[config.mk]
export PLATFORM = sky130hd
export DESIGN_NAME = hptu_out
export DESIGN_NICKNAME = d
export VERILOG_FILES = /design/src/rtl/hptu_pkg.sv /design/src/rtl/hptu_out.sv
export SDC_FILE = /design/constraint.sdc
export NUM_CORES = 1
export LEC_CHECK = 0
export BUFFER_PORTS_ARGS = -buffer_cell sky130_fd_sc_hd__buf_2
export CELL_PAD_IN_SITES_DETAIL_PLACEMENT = 0
export CELL_PAD_IN_SITES_GLOBAL_PLACEMENT = 1
export CORE_UTILIZATION = 38
export DETAILED_ROUTE_END_ITERATION = 6
export PLACE_DENSITY_LB_ADDON = 0.1
export SYNTH_ARGS = -nofsm -noshare
export SYNTH_HDL_FRONTEND = slang
export SYNTH_SLANG_ARGS = --single-unit
[constraint.sdc]
create_clock -name clock -period 10.8 [get_ports clock]
set_input_delay 1.08 -clock clock [delete_from_list [all_inputs] [get_ports clock]]
set_output_delay 1.08 -clock clock [all_outputs]
set_load 0.03 [all_outputs]
[src/rtl/hptu_pkg.sv]
// Shared types and constants for the homogeneous point transform unit.
package hptu_pkg;

   localparam int PAIR_COUNT   = 8;
   localparam int PAIR_INDEX_W = 3;
   localparam int CSR_DATA_W   = 64;
   localparam int COEF_W       = 32;

   typedef struct packed {
      logic valid;
      logic fault;
   } pipe_ctl_type;

   typedef struct packed {
      logic div_mode;
      logic neg;
      logic ovf;
      logic sat;
   } lane_ctl_type;

endpackage

[src/rtl/hptu_out.sv]
// Final sign, clipping and flag merge into the result register.
module hptu_out #(
   parameter int COORD_WIDTH = 32
) (
   input  logic                     clock,
   input  logic                     reset,
   input  logic                     en,
   input  hptu_pkg::pipe_ctl_type   ctl,
   input  hptu_pkg::lane_ctl_type   lane [3],
   input  logic [COORD_WIDTH-1:0]   fix [3],
   input  logic [COORD_WIDTH-1:0]   q [3],
   output logic                     out_valid,
   output logic [COORD_WIDTH-1:0]   val [3],
   output logic                     saturated,
   output logic                     fault
);
   import hptu_pkg::*;

   localparam logic [COORD_WIDTH-1:0] LIM_NEG = {1'b1, {(COORD_WIDTH - 1){1'b0}}};
   localparam logic [COORD_WIDTH-1:0] LIM_POS = {1'b0, {(COORD_WIDTH - 1){1'b1}}};

   logic                   valid_ff;
   logic [COORD_WIDTH-1:0] val_ff [3];
   logic [COORD_WIDTH-1:0] val_in [3];
   logic                   sat_ff;
   logic                   sat_in;
   logic                   fault_ff;

   always_comb begin
      logic                   qneg;
      logic                   over;
      logic [COORD_WIDTH-1:0] lim;
      logic [COORD_WIDTH-1:0] m;
      sat_in = 1'b0;
      for (int c = 0; c < 3; c++) begin
         // a zero quotient is never negative
         qneg = lane[c].neg && (lane[c].ovf || (q[c] != '0));
         lim  = qneg ? LIM_NEG : LIM_POS;
         over = lane[c].ovf || (q[c] > lim);
         m    = over ? lim : q[c];
         if (lane[c].div_mode) begin
            val_in[c] = qneg ? -m : m;
            sat_in    = sat_in | over;
         end else begin
            val_in[c] = fix[c];
            sat_in    = sat_in | lane[c].sat;
         end
      end
   end

   always_ff @(posedge clock) begin
      if (reset) begin
         valid_ff <= 1'b0;
      end else if (en) begin
         valid_ff <= ctl.valid;
      end
   end

   always_ff @(posedge clock) begin
      if (en) begin
         val_ff   <= val_in;
         sat_ff   <= sat_in;
         fault_ff <= ctl.fault;
      end
   end

   assign out_valid = valid_ff;
   assign val       = val_ff;
   assign saturated = sat_ff;
   assign fault     = fault_ff;

endmodule

==> run summary <==
Reg clk slew, reported paths -> 0.09 ns
Post-DR wirelength/cell -> 20.67 um
Drc violations -> 0
Most common cell in the netlist -> a21oi_1
Clk Latency, worst-skew pair -> 0.36 ns
Proportion of netlist area held by the largest area contributor -> 0.3057
Area added between synthesis and finish -> 21.62%
Worst-path cell chain -> buf_2 -> or3_1 -> or4_1 -> or4_4 -> o41a_2 -> buf_4 -> ha_1 -> nand4_1 -> nor4_1 -> a21boi_0 -> or4b_2 -> o211ai_1 -> nand2_1 -> o21ai_0 -> ha_1 -> nor2_1 -> a31oi_4 -> o211ai_1 -> a22o_1
CP bufs+invs -> 2
FF+latch count, synth -> 99
GRT Util Overall -> 0.2739
Synth top cells by count -> a21oi_1 (117), nand2_1 (107), ha_1 (99)
RSZ-0062 raised after global routing -> no
Final hold vios -> 0
Synth unique cells -> 79
Area contributors post-synth -> edfxtp_1 (31%), ha_1 (13%), a21oi_1 (6.1%)
Setup TNS -> 0 ns
CP Data Arrival Time -> 8.28 ns
Placer congestion estimate -> 0.8653
Core area -> 24600 sq um
YS warnings -> 0
HPWL after DPL -> 26.88 mm
Worst endpoint required time -> 10.92 ns
Clock Tree Root -> clkbuf_16
Gr ovfl total -> 0
Max-cap violations -> 0
LEAKAGE -> 4.836 nW
Maximum clock path buffer count -> 2
VDD IR max -> 71.96 uV
Crit path kind -> primary input to flip-flop
CP endpoint kind -> flip-flop
Crit share post-route -> 0.7548
Most area-hungry cell type in the Yosys netlist -> edfxtp_1
H-tree Lvls -> 3
Resized cells post-CTS -> 0
Drt pass-1 iters -> 5
Minimum clock period -> 8.152 ns
# port buffers -> 307
Clk_skew -> 0 ns
Number of global-route vias before repair -> 9795
Largest net degree at the start of global routing -> 67
I/O Pins -> 308
Pre-CTS setup slack -> 2.404 ns
Final ANT Viol Nets -> 0
Fmax -> 122.7 MHz
Layout cell share with drive strength beyond 1 -> 0.2633
Seq/Total Area, Yosys -> 0.3078
DR iter-0 viols -> 707
Top delay family on crit path -> simple AND/OR/NAND/NOR gates
Initial antenna violation count -> 5
Pwr Density -> 110.0 nW/um^2
Post-Route WL -> 35.91 mm
Initial Util -> 0.3912
DP Area -> 11400 sq um
Die Span Y -> 161.2 um
Clock sinks -> 99
Setup Fix Bufs, Post-CTS -> 0
Setup ws final -> 2.648 ns
Synth Cell Area -> 9625 sq um
Fin. max-slew vios -> 0
Hold Path Class -> flip-flop to flip-flop
Filler cells -> 2527
CTS Buf Count -> 9
Final setup viols -> 0
Top_reg_cell synth -> edfxtp_1
CTS tree -> done
Via count -> 10320
Status -> finished, final reports clean
Rel. slew slack -> 0.2770
Mapped Cells -> 1138
Number of synthesized flops with an enable pin -> 98
# hold bufs at CTS -> 0
Die X-Extent -> 161.2 um
Slowest cell delay on critical path -> 0.76 ns
First-pass GRT wire length -> 55.65 mm
Vias per cell -> 5.939
CP max FO -> 66
Synthesized Nets -> 1446
Rows -> 57
Slew @ Worst Pin -> 1.078 ns
Startpoint Class -> primary input
Fin nets -> 1712
CP max stage cell -> o211ai_1
Async SR Flop Fraction -> 0
Die area -> 25970 sq um
Avg Cell Area, Syn -> 8.458 sq um
Final instance area -> 11710 sq um
-- placed cells by master, fill, tap and decap left out, types with 5 or more instances in the layout --
master	netlist	routed
or4_1	18	18
a21oi_1	117	117
clkbuf_16	0	9
ha_1	99	99
o22ai_1	6	6
nor2b_1	13	13
o221ai_1	5	5
o21ai_0	80	79
a22oi_1	5	5
o311ai_0	7	7
nand4_1	21	21
or3_1	31	31
mux2_2	5	5
a31oi_1	17	17
and3_1	6	6
o31ai_1	39	39
nand2b_1	14	14
inv_1	29	29
xnor2_1	15	15
a21boi_0	7	7
edfxtp_1	98	98
a311oi_1	6	6
nor3_1	35	35
nand3_1	23	23
nand2_1	107	107
o2bb2ai_1	26	26
o21a_1	8	8
a31o_2	8	8
nor4_1	18	18
buf_4	1	15
buf_2	6	306
o211ai_1	8	8
a211oi_1	14	14
nor2_1	87	87
a21o_1	17	17
or2_2	10	10
-- final timing paths --
path                                              from                     end  slack (ns)  cells past startpoint
worst max register to register  out_valid$_SDFFE_PP0P_  out_valid$_SDFFE_PP0P_       10.21                      2
worst min register to register  out_valid$_SDFFE_PP0P_  out_valid$_SDFFE_PP0P_        0.51                      2
worst min-delay path            out_valid$_SDFFE_PP0P_  out_valid$_SDFFE_PP0P_        0.51                      2
worst max-delay path                             q[36]       val[52]$_DFFE_PP_        2.65                     19
-- state kept, by name, indices dropped and copies added, names as in the netlist --
register / cells
val: 96
saturated: 1
out_valid: 1
fault: 1
-- cells by family (layout without fill, tap and decap cells) --
kind of cell / after synthesis / after routing / share of synthesized area
adders and majority gates: 99 / 99 / 0.1287
muxes: 8 / 8 / 0.008969
buffers and inverters: 98 / 369 / 0.04173
xor gates and xnor gates: 19 / 19 / 0.01729
other: 0 / 4 / 0
DFF: 99 / 99 / 0.3078
AOI/OAI and AO/OA: 415 / 415 / 0.2869
and+or+nand+nor: 400 / 400 / 0.2086
-- per-stage QoR --
step                      power [mW]  hold slack, ns  utilization  cells
after CTS                      1.297          0.5145       0.4754   1733
after detailed placement      0.9484          0.4925       0.4634   1717
after global placement        0.9471          0.4778       0.4634   1717
after floorplan               0.7711          0.6299            -   1138
final                          1.287          0.5133       0.4758   1737
after global routing           1.357          0.5605       0.4757   1736
-- power by group --
part / internal (mW) / total, mW / switching [mW]
logic: 0.153 / 0.462 / 0.309
registers: 0.471 / 0.482 / 0.0109
clock network: 0.164 / 0.344 / 0.180
total: 0.787 / 1.29 / 0.500
-- final cells by class --
type,count,area (sq um),share of cell area
repair buffers,321,1644,0.1404
inverters,32,120.1,0.01026
clock buffers,9,225.2,0.01924
diodes,4,10.01,0.0008551
multi-input cells,941,6270,0.5356
clock inverters,7,68.82,0.005879
well taps,324,405.4,0.03463
flip-flops and latches,99,2963,0.2531
-- tightest hold or removal path: cells and delay by family (launching register included) --
family        cells  cell delay (ns)
flops             1             0.34
simple gates      1             0.08
mux               1             0.07
-- layer usage --
metal  wire (um)  GRT usage
met1       15750     0.3699
met2       16800     0.4422
met3        2400    0.03801
met4         932     0.1055
met5          14          0
Power figures use the tool's default switching activity.
