<file path="src/rtl/hptu_pkg.sv">
// Shared types and constants for the homogeneous point transform unit.
package hptu_pkg;

   localparam int PAIR_COUNT   = 8;
   localparam int PAIR_INDEX_W = 3;
   localparam int CSR_DATA_W   = 64;
   localparam int COEF_W       = 32;

   typedef struct packed {
      logic valid;
      logic fault;
   } pipe_ctl_type;

   typedef struct packed {
      logic div_mode;
      logic neg;
      logic ovf;
      logic sat;
   } lane_ctl_type;

endpackage

</file>
<file path="src/rtl/hptu_prep.sv">
// Magnitudes, w tests, non-divide results and divider operand setup.
module hptu_prep #(
   parameter int COORD_WIDTH = 32,
   parameter int FRAC_BITS   = 16,
   parameter int ACC_WIDTH   = 66
) (
   input  logic                           clock,
   input  logic                           reset,
   input  logic                           en,
   input  logic                           in_valid,
   input  logic signed [ACC_WIDTH-1:0]    acc [4],
   output hptu_pkg::pipe_ctl_type         ctl,
   output hptu_pkg::lane_ctl_type         lane [3],
   output logic [COORD_WIDTH-1:0]         fix [3],
   output logic [ACC_WIDTH:0]             d2,
   output logic [ACC_WIDTH:0]             rem [3],
   output logic [COORD_WIDTH-1:0]         nlow [3]
);
   import hptu_pkg::*;

   localparam int NW   = ACC_WIDTH + FRAC_BITS + 1;
   localparam int SHW  = ACC_WIDTH + 1 + COORD_WIDTH;
   localparam int CMPW = (NW > SHW) ? NW : SHW;
   localparam logic [ACC_WIDTH-1:0]   UNIT     = ACC_WIDTH'(1) << (2 * FRAC_BITS);
   localparam logic [ACC_WIDTH:0]     HALF_LSB = (ACC_WIDTH + 1)'(1) << (FRAC_BITS - 1);
   localparam logic [ACC_WIDTH:0]     LIM_NEG  = (ACC_WIDTH + 1)'(1) << (COORD_WIDTH - 1);
   localparam logic [ACC_WIDTH:0]     LIM_POS  = LIM_NEG - (ACC_WIDTH + 1)'(1);
   localparam logic [COORD_WIDTH-1:0] VAL_MAX  = {1'b0, {(COORD_WIDTH - 1){1'b1}}};
   localparam logic [COORD_WIDTH-1:0] VAL_MIN  = {1'b1, {(COORD_WIDTH - 1){1'b0}}};

   // first stage: sign/magnitude split and w tests
   logic                 v3_ff;
   logic                 neg_ff [4];
   logic [ACC_WIDTH-1:0] mag_ff [4];
   logic                 one_ff;
   logic                 zero_ff;

   // second stage
   pipe_ctl_type            ctl_ff;
   lane_ctl_type            lane_ff [3];
   lane_ctl_type            lane_in [3];
   logic [COORD_WIDTH-1:0]  fix_ff [3];
   logic [COORD_WIDTH-1:0]  fix_in [3];
   logic [ACC_WIDTH:0]      d2_ff;
   logic [ACC_WIDTH:0]      d2_in;
   logic [ACC_WIDTH:0]      rem_ff [3];
   logic [ACC_WIDTH:0]      rem_in [3];
   logic [COORD_WIDTH-1:0]  nlow_ff [3];
   logic [COORD_WIDTH-1:0]  nlow_in [3];

   always_ff @(posedge clock) begin
      if (reset) begin
         v3_ff  <= 1'b0;
         ctl_ff <= '0;
      end else if (en) begin
         v3_ff        <= in_valid;
         ctl_ff.valid <= v3_ff;
         ctl_ff.fault <= zero_ff;
      end
   end

   always_ff @(posedge clock) begin
      if (en) begin
         for (int r = 0; r < 4; r++) begin
            neg_ff[r] <= acc[r][ACC_WIDTH-1];
            mag_ff[r] <= acc[r][ACC_WIDTH-1] ? ACC_WIDTH'(-acc[r]) : ACC_WIDTH'(acc[r]);
         end
         one_ff  <= ($unsigned(acc[3]) == UNIT);
         zero_ff <= (acc[3] == '0);
         lane_ff <= lane_in;
         fix_ff  <= fix_in;
         d2_ff   <= d2_in;
         rem_ff  <= rem_in;
         nlow_ff <= nlow_in;
      end
   end

   always_comb begin
      logic [NW-1:0]        n;
      logic [ACC_WIDTH:0]   rnd;
      logic [ACC_WIDTH:0]   lim;
      logic [ACC_WIDTH:0]   m;
      d2_in = {mag_ff[3], 1'b0};
      for (int c = 0; c < 3; c++) begin
         // numerator carries the half-divisor so the quotient rounds to nearest
         n = (NW'(mag_ff[c]) << (FRAC_BITS + 1)) + NW'(mag_ff[3]);
         rem_in[c]           = (ACC_WIDTH + 1)'(n >> COORD_WIDTH);
         nlow_in[c]          = n[COORD_WIDTH-1:0];
         lane_in[c].div_mode = !one_ff && !zero_ff;
         lane_in[c].neg      = neg_ff[c] ^ neg_ff[3];
         lane_in[c].ovf      = CMPW'(n) >= (CMPW'(d2_in) << COORD_WIDTH);

         rnd = ((ACC_WIDTH + 1)'(mag_ff[c]) + HALF_LSB) >> FRAC_BITS;
         lim = neg_ff[c] ? LIM_NEG : LIM_POS;
         m   = (rnd > lim) ? lim : rnd;
         if (one_ff) begin
            lane_in[c].sat = (rnd > lim);
            fix_in[c]      = neg_ff[c] ? -COORD_WIDTH'(m) : COORD_WIDTH'(m);
         end else if (mag_ff[c] == '0) begin
            lane_in[c].sat = 1'b0;
            fix_in[c]      = '0;
         end else begin
            // zero w: clip toward the sign of the sum
            lane_in[c].sat = 1'b1;
            fix_in[c]      = neg_ff[c] ? VAL_MIN : VAL_MAX;
         end
      end
   end

   assign ctl  = ctl_ff;
   assign lane = lane_ff;
   assign fix  = fix_ff;
   assign d2   = d2_ff;
   assign rem  = rem_ff;
   assign nlow = nlow_ff;

endmodule

</file>
<file path="config.mk">
export PLATFORM = sky130hd
export DESIGN_NAME = hptu_prep
export DESIGN_NICKNAME = d
export VERILOG_FILES = /design/src/rtl/hptu_pkg.sv /design/src/rtl/hptu_prep.sv
export SDC_FILE = /design/constraint.sdc
export NUM_CORES = 2
export LEC_CHECK = 0
export BUFFER_PORTS_ARGS = -buffer_cell sky130_fd_sc_hd__buf_2
export CORE_ASPECT_RATIO = 1.25
export CORE_MARGIN = 4
export CORE_UTILIZATION = 35
export CTS_CLUSTER_SIZE = 30
export DETAILED_ROUTE_END_ITERATION = 10
export MAX_ROUTING_LAYER = met4
export PLACE_DENSITY = 0.55
export SKIP_LAST_GASP = 1
export SLEW_MARGIN = 20
export SYNTH_ARGS = -nofsm -noshare
export SYNTH_HDL_FRONTEND = slang
export SYNTH_SLANG_ARGS = --single-unit
export TNS_END_PERCENT = 20
</file>
<file path="constraint.sdc">
create_clock -name clock -period 6.4 [get_ports clock]
set_clock_uncertainty 0.1 [all_clocks]
set_input_delay 0.32 -clock clock [delete_from_list [all_inputs] [get_ports clock]]
set_output_delay 0.32 -clock clock [all_outputs]
set_load 0.01 [all_outputs]
</file>
==> impl_metrics.toml <==
[status]
outcome = "finished, final reports clean"

[power_and_ir_drop]
clockPowerShare_pct = 24.8
p_int_uw = 10270
p_seq_share_pct = 36.1
comb_power_share_pct = 39.1
p_switching_uw = 6405
power_density_mw_per_mm2 = 264.7
peakVddDrop_uv = 194.7
switching_share_pct = 38.41
total_leakage_power_uw = 0.02592
p_total_uw = 16680

[clock_tree]
cts_buffer_depth = 3
cts_made_buffers = 71
cts-root-buf = "clkbuf_16"
path_clk_slew_ns = 0.06
cts_max_level = 3
clock_sinks = 643
cts_tree = "yes"
clock_latency_ns = 0.70

[placement]
routabilityCongestion = 1.007
port_buffers = 692
placed_cells = 7696
place_hpwl_mm = 184.0

[worst_setup_path]
worstPathArrival_ns = 6.65
cp-start-kind = "register"
worst_setup_path_end_kind = "register"
path_max_fanout = 6
path_class = "register to register"
cp.required_ns = 6.83

[synth]
yosysWarningCount = 0
ys.flop_type = "edfxtp_1"
syn_area_mm2 = 0.04833
yosysMostFrequentCell = "edfxtp_1"
syn_inst = 4901
async_flop_share_pct = 0
synth.area.top_cells = "edfxtp_1, ha_1, xnor2_1"
synth_area_leader_cell = "edfxtp_1"
synth.distinct_cells = 92
synth_edf_count = 640
synth_seq_cells = 643
syn-mean-instance-area_um2 = 9.860
synth_top_area_share_pct = 39.77
ys_seq_area_share_pct = 39.89
ys_top_cells_by_count = "edfxtp_1, xnor2_1, ha_1"

[final_layout]
layout.nets = 6980
stdcell_count = 8225
post-route-util_pct = 45.88
syn_to_final_growth_pct = 30.37
drive_gt1_share_pct = 23.31

[die]
die_x_um = 340.4
core_mm2 = 0.1373
dieArea_mm2 = 0.1441
io_pins = 742
rows = 152
start_util_pct = 35.19
die_height_um = 423.4

[global_routing]
grt_antenna_before_repair = 31
grt_overflow = 0
grt_pass1_wl_mm = 317.9
grt_max_degree = 151
grt_util_all_layers_pct = 31.26
grt_pass1_vias = 45210

[min_path]
hp-class = "input pin to register"

[timing]
slew_viol_final = 0
rsz0062_at_grt = "yes"
hold_viol = 0
worst_pin_slew_ns = 1.072
finalCriticalPeriod_ns = 6.225
whs_ns = 0.04015
period_share_pct = 97.26
setup_viol = 0
tns_ns = 0
maxSlewHeadroom_pct = 28.53
max_freq_mhz = 160.6

[route]
wl_per_cell_um = 27.74
drtAntennaViolNets = 0
first_pass_iters = 6
drt_iter0_markers = 3890
wl_mm = 228.1
viasPerCell = 5.645
drc = 0
via_count = 46430

[job]
max_cap_violations = 0
==> critical path: stages (launching register included) <==
cell and delay [ns]:
edfxtp_1 0.57, buf_6 0.21, ha_1 0.35, a21oi_1 0.17, o21ai_0 0.11, a211o_1 0.33, a211o_1 0.30, o21ba_2 0.22
a41o_1 0.30, a2bb2oi_4 0.20, a211o_1 0.32, nand2_2 0.11, buf_4 0.15, nor2_1 0.06, xor2_1 0.19, ha_1 0.37
nand4_1 0.14, nor4_2 0.27, buf_4 0.17, nand3_2 0.14, buf_4 0.20, or4_1 0.46, nor4_1 0.24, nand4b_1 0.15
o32ai_2 0.22
==> layer usage <==
metal	global-route usage, %	wire [um]	part of all wire, %
met4	17.63	15310	6.7
met5	-	0	0
met3	4.465	14420	6.3
met2	51.73	108600	48
met1	36.50	89760	39
==> logic make-up after synthesis <==
family	Yosys count	share of synthesized area, %
AO/OA/AOI/OAI	1277	17.37
XOR/XNOR	564	10.22
adder cells (fa/ha/maj)	406	10.56
buffers and inverters	485	4.598
flip-flops	643	39.89
multiplexers	30	0.6317
other	1	0.007760
AND/OR/NAND/NOR	1495	16.72
==> area by class of cell <==
type                            instances  area [um^2]
Antenna cell                           15        37.54
Clock buffer                           86         1876
Clock inverter                         43        385.4
Fill cell                           13240        74310
Inverter                              209        784.5
Multi-Input combinational cell       3821        27380
Sequential cell                       643        19280
Tap cell                             1848         2312
Timing Repair Buffer                 1560        10950
==> path summary, 6_finish.rpt <==
| check | cells after the start | slack [ns] | to | from |
|---|---|---|---|---|
| max | 24 | 0.18 | lane[9] | mag_ff[3][35] |
| max reg2reg | 24 | 0.18 | lane[9] | mag_ff[3][35] |
| min | 1 | 0.04 | fix[27] | en |
| min reg2reg | 0 | 0.39 | d2[33] | mag_ff[3][32] |
==> cells in the final DEF, fill, tap and decap left out, drive strengths merged, types with 60 or more instances in the layout <==
cell         netlist  final
inv              208    214
dlygate4sd3        0    331
a21oi            305    305
nand3            166    166
nor4             118    118
nor3             103    103
o31ai            103    103
or3               81     81
or4               60     60
and3              60     60
o21ai            290    290
xor2             136    136
ha               403    403
nand4            147    147
nor2             210    210
xnor2            428    428
buf              121   1229
clkbuf           155     86
nand2            324    324
edfxtp           640    640
a21o             215    215
==> timing repair <==
item / CTS / global route
endpoints found under the setup margin: 5 / 22
resized for setup: 11 / 60
hold buffers: 331 / 0
endpoints found under the hold margin: 262 / 0
gates cloned: 0 / 0
buffers inserted: 4 / 50
pin swaps: 0 / 11
==> power by group through the flow <==
stage          logic [uW]  clock network [uW]  registers (uW)
6_report             6530                4130            6020
3_5_place_dp         6030                   0            6120
3_3_place_gp         6020                   0            6130
5_1_grt              6980                4390            6040
4_1_cts              6290                4240            6040
2_1_floorplan        3130                   0            5920
==> state kept, by name, summed over array words and instances, names as in the netlist <==
register / count
neg_ff: 4
ctl: 2
v3_ff: 1
mag_ff: 264
rem: 153
d2: 49
one_ff: 1
lane: 10
fix: 96
zero_ff: 1
nlow: 62
==> metrics by stage <==
stage          worst slack (ns)  instance area (um^2)
4_1_cts                -0.07587                 62260
5_1_grt                -0.07612                 63000
2_1_floorplan           0.05378                 48530
3_3_place_gp            -0.5983                 56610
3_5_place_dp            -0.6335                 56610
6_report                 0.1751                 63000
(Power assumes the default switching activity.)
